<file path="config.mk">
export PLATFORM = sky130hd
export DESIGN_NAME = qvr_saturate
export DESIGN_NICKNAME = d
export VERILOG_FILES = /design/src/rtl/core/qvr_pkg.sv /design/src/rtl/core/qvr_saturate.sv
export SDC_FILE = /design/constraint.sdc
export NUM_CORES = 1
export LEC_CHECK = 0
export BUFFER_PORTS_ARGS = -buffer_cell sky130_fd_sc_hd__buf_2
export CORE_MARGIN = 10
export CORE_UTILIZATION = 46
export CTS_CLUSTER_DIAMETER = 150
export DETAILED_ROUTE_END_ITERATION = 12
export HOLD_SLACK_MARGIN = 0.15
export PLACE_DENSITY = 0.84
export SYNTH_ARGS = -nofsm -noshare
export SYNTH_HDL_FRONTEND = slang
export SYNTH_SLANG_ARGS = --single-unit
</file>
<file path="constraint.sdc">
create_clock -name clk -period 5.7 [get_ports clk]
set_clock_uncertainty 0.1 [all_clocks]
set_input_delay 1.425 -clock clk [delete_from_list [all_inputs] [get_ports clk]]
set_output_delay 1.425 -clock clk [all_outputs]
set_load 0.05 [all_outputs]
</file>
<file path="src/rtl/core/qvr_pkg.sv">
// Types and constants for the quaternion vector rotate pipeline.
// No dependencies; imported by every pipeline module and by the testbench.
package qvr_pkg;

    localparam int COMP_W      = 16;
    localparam int PROD1_W     = 2 * COMP_W;
    localparam int MVAL_W      = PROD1_W + 1;
    localparam int PROD2_W     = MVAL_W + COMP_W;
    localparam int RSUM_W      = PROD2_W + 2;
    localparam int ROUND_SHIFT = 28;
    localparam int RND_W       = RSUM_W - ROUND_SHIFT;
    localparam int IN_DATA_W   = 7 * COMP_W;
    localparam int OUT_DATA_W  = 3 * COMP_W;

    typedef logic signed [COMP_W-1:0]  comp_t;
    typedef logic signed [PROD1_W-1:0] prod1_t;
    typedef logic signed [MVAL_W-1:0]  mval_t;
    typedef logic signed [PROD2_W-1:0] prod2_t;
    typedef logic signed [RSUM_W-1:0]  rsum_t;
    typedef logic signed [RND_W-1:0]   rnd_t;

    typedef struct packed {
        comp_t z;
        comp_t y;
        comp_t x;
        comp_t w;
    } quat_t;

    typedef struct packed {
        comp_t z;
        comp_t y;
        comp_t x;
    } vec_t;

    // Left product p * (0, v), scale 2^14
    typedef struct packed {
        mval_t m3;
        mval_t m2;
        mval_t m1;
        mval_t m0;
    } mquat_t;

    // Rounded vector part before clipping
    typedef struct packed {
        rnd_t z;
        rnd_t y;
        rnd_t x;
    } rvec_t;

    // Final result payload
    typedef struct packed {
        logic  saturated;
        comp_t rot_z;
        comp_t rot_y;
        comp_t rot_x;
    } result_t;

    localparam rsum_t ROUND_HALF = rsum_t'(1) <<< (ROUND_SHIFT - 1);
    localparam rnd_t  RND_MAX    = rnd_t'(32767);
    localparam rnd_t  RND_MIN    = -rnd_t'(32768);
    localparam comp_t COMP_MAX   = comp_t'(16'h7FFF);
    localparam comp_t COMP_MIN   = comp_t'(16'h8000);

endpackage

</file>
<file path="src/rtl/core/qvr_saturate.sv">
// Output stage: clip rounded components to 16 bits and flag any clipping.
// Depends on qvr_pkg.
module qvr_saturate (
    input  logic             clk,
    input  logic             rst_n,
    input  logic             in_valid,
    output logic             in_ready,
    input  qvr_pkg::rvec_t   in_rnd,
    output logic             out_valid,
    input  logic             out_ready,
    output qvr_pkg::result_t out_result
);
    import qvr_pkg::*;

    logic    v_reg;
    logic    ready_o;
    result_t res_reg;
    result_t res_next;
    logic    sat_x;
    logic    sat_y;
    logic    sat_z;

    assign ready_o  = !v_reg || out_ready;
    assign in_ready = ready_o;

    // Clip each component
    always_comb
    begin
        sat_x = 1'b1;
        sat_y = 1'b1;
        sat_z = 1'b1;
        priority if (in_rnd.x > RND_MAX) res_next.rot_x = COMP_MAX;
        else if (in_rnd.x < RND_MIN)     res_next.rot_x = COMP_MIN;
        else
        begin
            res_next.rot_x = comp_t'(in_rnd.x[COMP_W-1:0]);
            sat_x          = 1'b0;
        end
        priority if (in_rnd.y > RND_MAX) res_next.rot_y = COMP_MAX;
        else if (in_rnd.y < RND_MIN)     res_next.rot_y = COMP_MIN;
        else
        begin
            res_next.rot_y = comp_t'(in_rnd.y[COMP_W-1:0]);
            sat_y          = 1'b0;
        end
        priority if (in_rnd.z > RND_MAX) res_next.rot_z = COMP_MAX;
        else if (in_rnd.z < RND_MIN)     res_next.rot_z = COMP_MIN;
        else
        begin
            res_next.rot_z = comp_t'(in_rnd.z[COMP_W-1:0]);
            sat_z          = 1'b0;
        end
        res_next.saturated = sat_x | sat_y | sat_z;
    end

    // Hold the result until the consumer takes it
    always_ff @(posedge clk or negedge rst_n)
    begin
        if (!rst_n)
        begin
            v_reg <= 1'b0;
        end
        else if (ready_o)
        begin
            v_reg <= in_valid;
        end
    end

    always_ff @(posedge clk)
    begin
        if (ready_o && in_valid)
        begin
            res_reg <= res_next;
        end
    end

    assign out_valid  = v_reg;
    assign out_result = res_reg;

endmodule

</file>
==> results.py <==
metrics = {
    "global_route": {
        "grt.total_usage_pct": 13.62,
        "grt_first_pass_wirelength_mm": 8.245,
        "number_of_antenna_violations_at_the_first_check_in_global_routing": 0,
        "largest_net_degree_at_the_start_of_global_routing": 50,
        "globalRouteOverflowTotal": 0,
        "first_global_vias": 1632,
    },
    "timing": {
        "worst_margin_pin_slew_ps": 1130,
        "fin_hold_ws_ps": 439.6,
        "unrepaired_setup_endpoints_after_global_routing": "false",
        "period_share_pct": 59.86,
        "final_max_slew_viol_count": 0,
        "fmaxAchievable_mhz": 293.1,
        "max_slew_margin_pct": 24.66,
        "setup_violations": 0,
        "setup_ws_post_layout_ps": 2288,
        "final.setup.tns_ps": 0,
        "report.final.hold_viol_count": 0,
        "period_minus_slack_ps": 3412,
    },
    "clocking": {
        "cts_root_buf": "sky130_fd_sc_hd__clkbuf_8",
        "cts-buffers-inserted": 5,
        "clk_latency_ps": 290,
        "cts.sinks": 50,
        "clock_slew_at_reported_path_ffs_ps": 80,
        "ctsLongestPathBuffers": 2,
        "ctsHoldBuffers": 0,
        "h-tree-depth": 2,
        "post_cts_buffers": 0,
        "cts_repair_resize_count": 0,
        "cts_tree": "yes",
    },
    "worst_hold_path": {
        "worstHoldPathType": "flip-flop to flip-flop",
    },
    "cells_and_area": {
        "post-route-util_pct": 63.87,
        "multi_input_logic_area_um2": 531.8,
        "flow.area_growth_from_synthesis_pct": 32.98,
        "fillCellCount": 358,
        "diodes": 0,
        "nets": 322,
        "finish.instance_area_mm2": 0.002800,
        "most_common_cell_after_layout_fill_and_taps_aside": "sky130_fd_sc_hd__buf_2",
        "sequential_cell_area_mm2": 0.001496,
        "layout_common_cells": "123 x sky130_fd_sc_hd__buf_2, 49 x sky130_fd_sc_hd__edfxtp_1, 30 x sky130_fd_sc_hd__a21o_1, 15 x sky130_fd_sc_hd__a21o_2, 6 x sky130_fd_sc_hd__clkbuf_8",
        "drive_above_1_share_pct": 62.00,
    },
    "critical_path": {
        "biggest_fanout_along_the_worst_timing_path": 3,
        "endpoint_kind": "output port",
        "startpoint_type": "primary input",
        "crit_required_ps": 4180,
        "crit_arrival_ps": 1890,
        "path_class": "primary input to output port",
    },
    "die": {
        "fp.dieH_um": 87.66,
        "floorplan.initialDensity_pct": 48.03,
        "ioPinCount": 124,
        "area_of_the_core_region_mm2": 0.004384,
        "placementRows": 24,
        "die_area_mm2": 0.007684,
        "die_w_um": 87.66,
    },
    "outcome": {
        "result_of_the_run": "finished, final reports clean",
    },
    "synthesis": {
        "postSynthNetCount": 201,
        "netlist-cell-type-count": 16,
        "synth-seq-area-share_pct": 71.06,
        "yosysWarningCount": 0,
        "syn-instance-count": 128,
        "synthesis.area_mm2": 0.002106,
        "yosys_register_bits": 50,
        "syn_avg_cell_area_um2": 16.45,
    },
    "routing": {
        "route.final.wire_length_mm": 5.509,
        "route.detailed.wl_per_inst_um": 18.24,
        "postRouteAntennaNets": 0,
        "drc": 0,
        "dr.pass1.iters": 4,
        "detailed_router_s_first_iteration_violation_count": 56,
        "detailroute.via_count": 1507,
        "viasPerCell": 4.990,
    },
    "flow_run": {
        "maxCapViolations": 0,
    },
    "power": {
        "total_power_divided_by_cell_area_mw_per_mm2": 286.6,
        "leak_pwr_nw": 1.275,
        "irDropWorstVdd_v": 0.0001296,
    },
    "place": {
        "postPlaceCellArea_mm2": 0.002709,
        "dp_slack_ps": 2285,
        "gp_congestion": 0.6761,
        "port_buffers": 123,
        "dp_hpwl_mm": 4.368,
    },
}
-- cells in the mapped netlist, drive strengths merged --
cell type | count | area [um^2]
dfrtp | 1 | 25.02
a21o | 45 | 356.6
nor2b | 1 | 6.260
buf | 6 | 67.56
nand3 | 3 | 15.01
edfxtp | 49 | 1471
clkbuf | 3 | 11.26
a21oi | 3 | 26.28
nor2 | 1 | 3.750
nor3 | 3 | 15.01
nand2b | 2 | 12.51
o21ai | 3 | 26.28
nor4 | 3 | 37.54
nand4 | 4 | 25.02
and2 | 1 | 6.260
-- critical path, stage by stage --
cell and delay (ps):
sky130_fd_sc_hd__buf_2 90, sky130_fd_sc_hd__nand2b_1 150, sky130_fd_sc_hd__buf_2 220
-- area by class of cell --
cell class	instances	share of cell area, %
clock inverters	1	0.1787
multi-input cells	69	18.99
well taps	52	2.323
flip-flops and latches	50	53.44
clock buffers	7	3.083
repair buffers	123	21.98
-- power breakdown --
part           total [mW]  internal, mW  switching (mW)
Sequential          0.434         0.430         0.00441
Clock               0.205        0.0980           0.107
Combinational       0.164        0.0477           0.116
-- state kept, by name (all words and copies together) (netlist names) --
signal and flops:
out_valid 1, out_result 49
-- layer usage --
layer | vias to the layer above | wire length (um) | track usage (%)
met5 | - | 0 | 0
met4 | 0 | 45 | 4.783
met3 | 4 | 401 | 3.714
met2 | 54 | 3158 | 26.32
met1 | 711 | 1904 | 13.43
li1 | 738 | - | -
-- stage by stage --
step | std cells | power (mW)
finish | 302 | 0.8025
CTS | 302 | 0.8123
global placement | 294 | 0.6044
global route | 302 | 0.8332
floorplan | 128 | 0.5565
detailed placement | 294 | 0.6087
-- path summary, 6_finish.rpt --
path	startpoint	end	slack (ps)	cells after the start
worst max-delay path	out_ready	in_ready	2290	3
worst min-delay path	out_valid$_DFFE_PN0N_	out_valid$_DFFE_PN0N_	440	2
min in group asynchronous	rst_n	out_valid$_DFFE_PN0N_	790	1
worst max register to register	out_valid$_DFFE_PN0N_	out_result[11]$_SDFFCE_PN1P_	3800	2
max in group asynchronous	rst_n	out_valid$_DFFE_PN0N_	4630	1
worst min register to register	out_valid$_DFFE_PN0N_	out_valid$_DFFE_PN0N_	440	2
-- kinds of logic (layout without fill, tap and decap cells) --
| group | count (synthesis) | after routing | synth area share [%] |
|---|---|---|---|
| compound gates | 51 | 51 | 19.43 |
| buf+inv | 9 | 131 | 3.743 |
| flops | 50 | 50 | 71.06 |
| simple gates | 18 | 18 | 5.763 |
No activity file was read; power rests on OpenSTA's default activity.
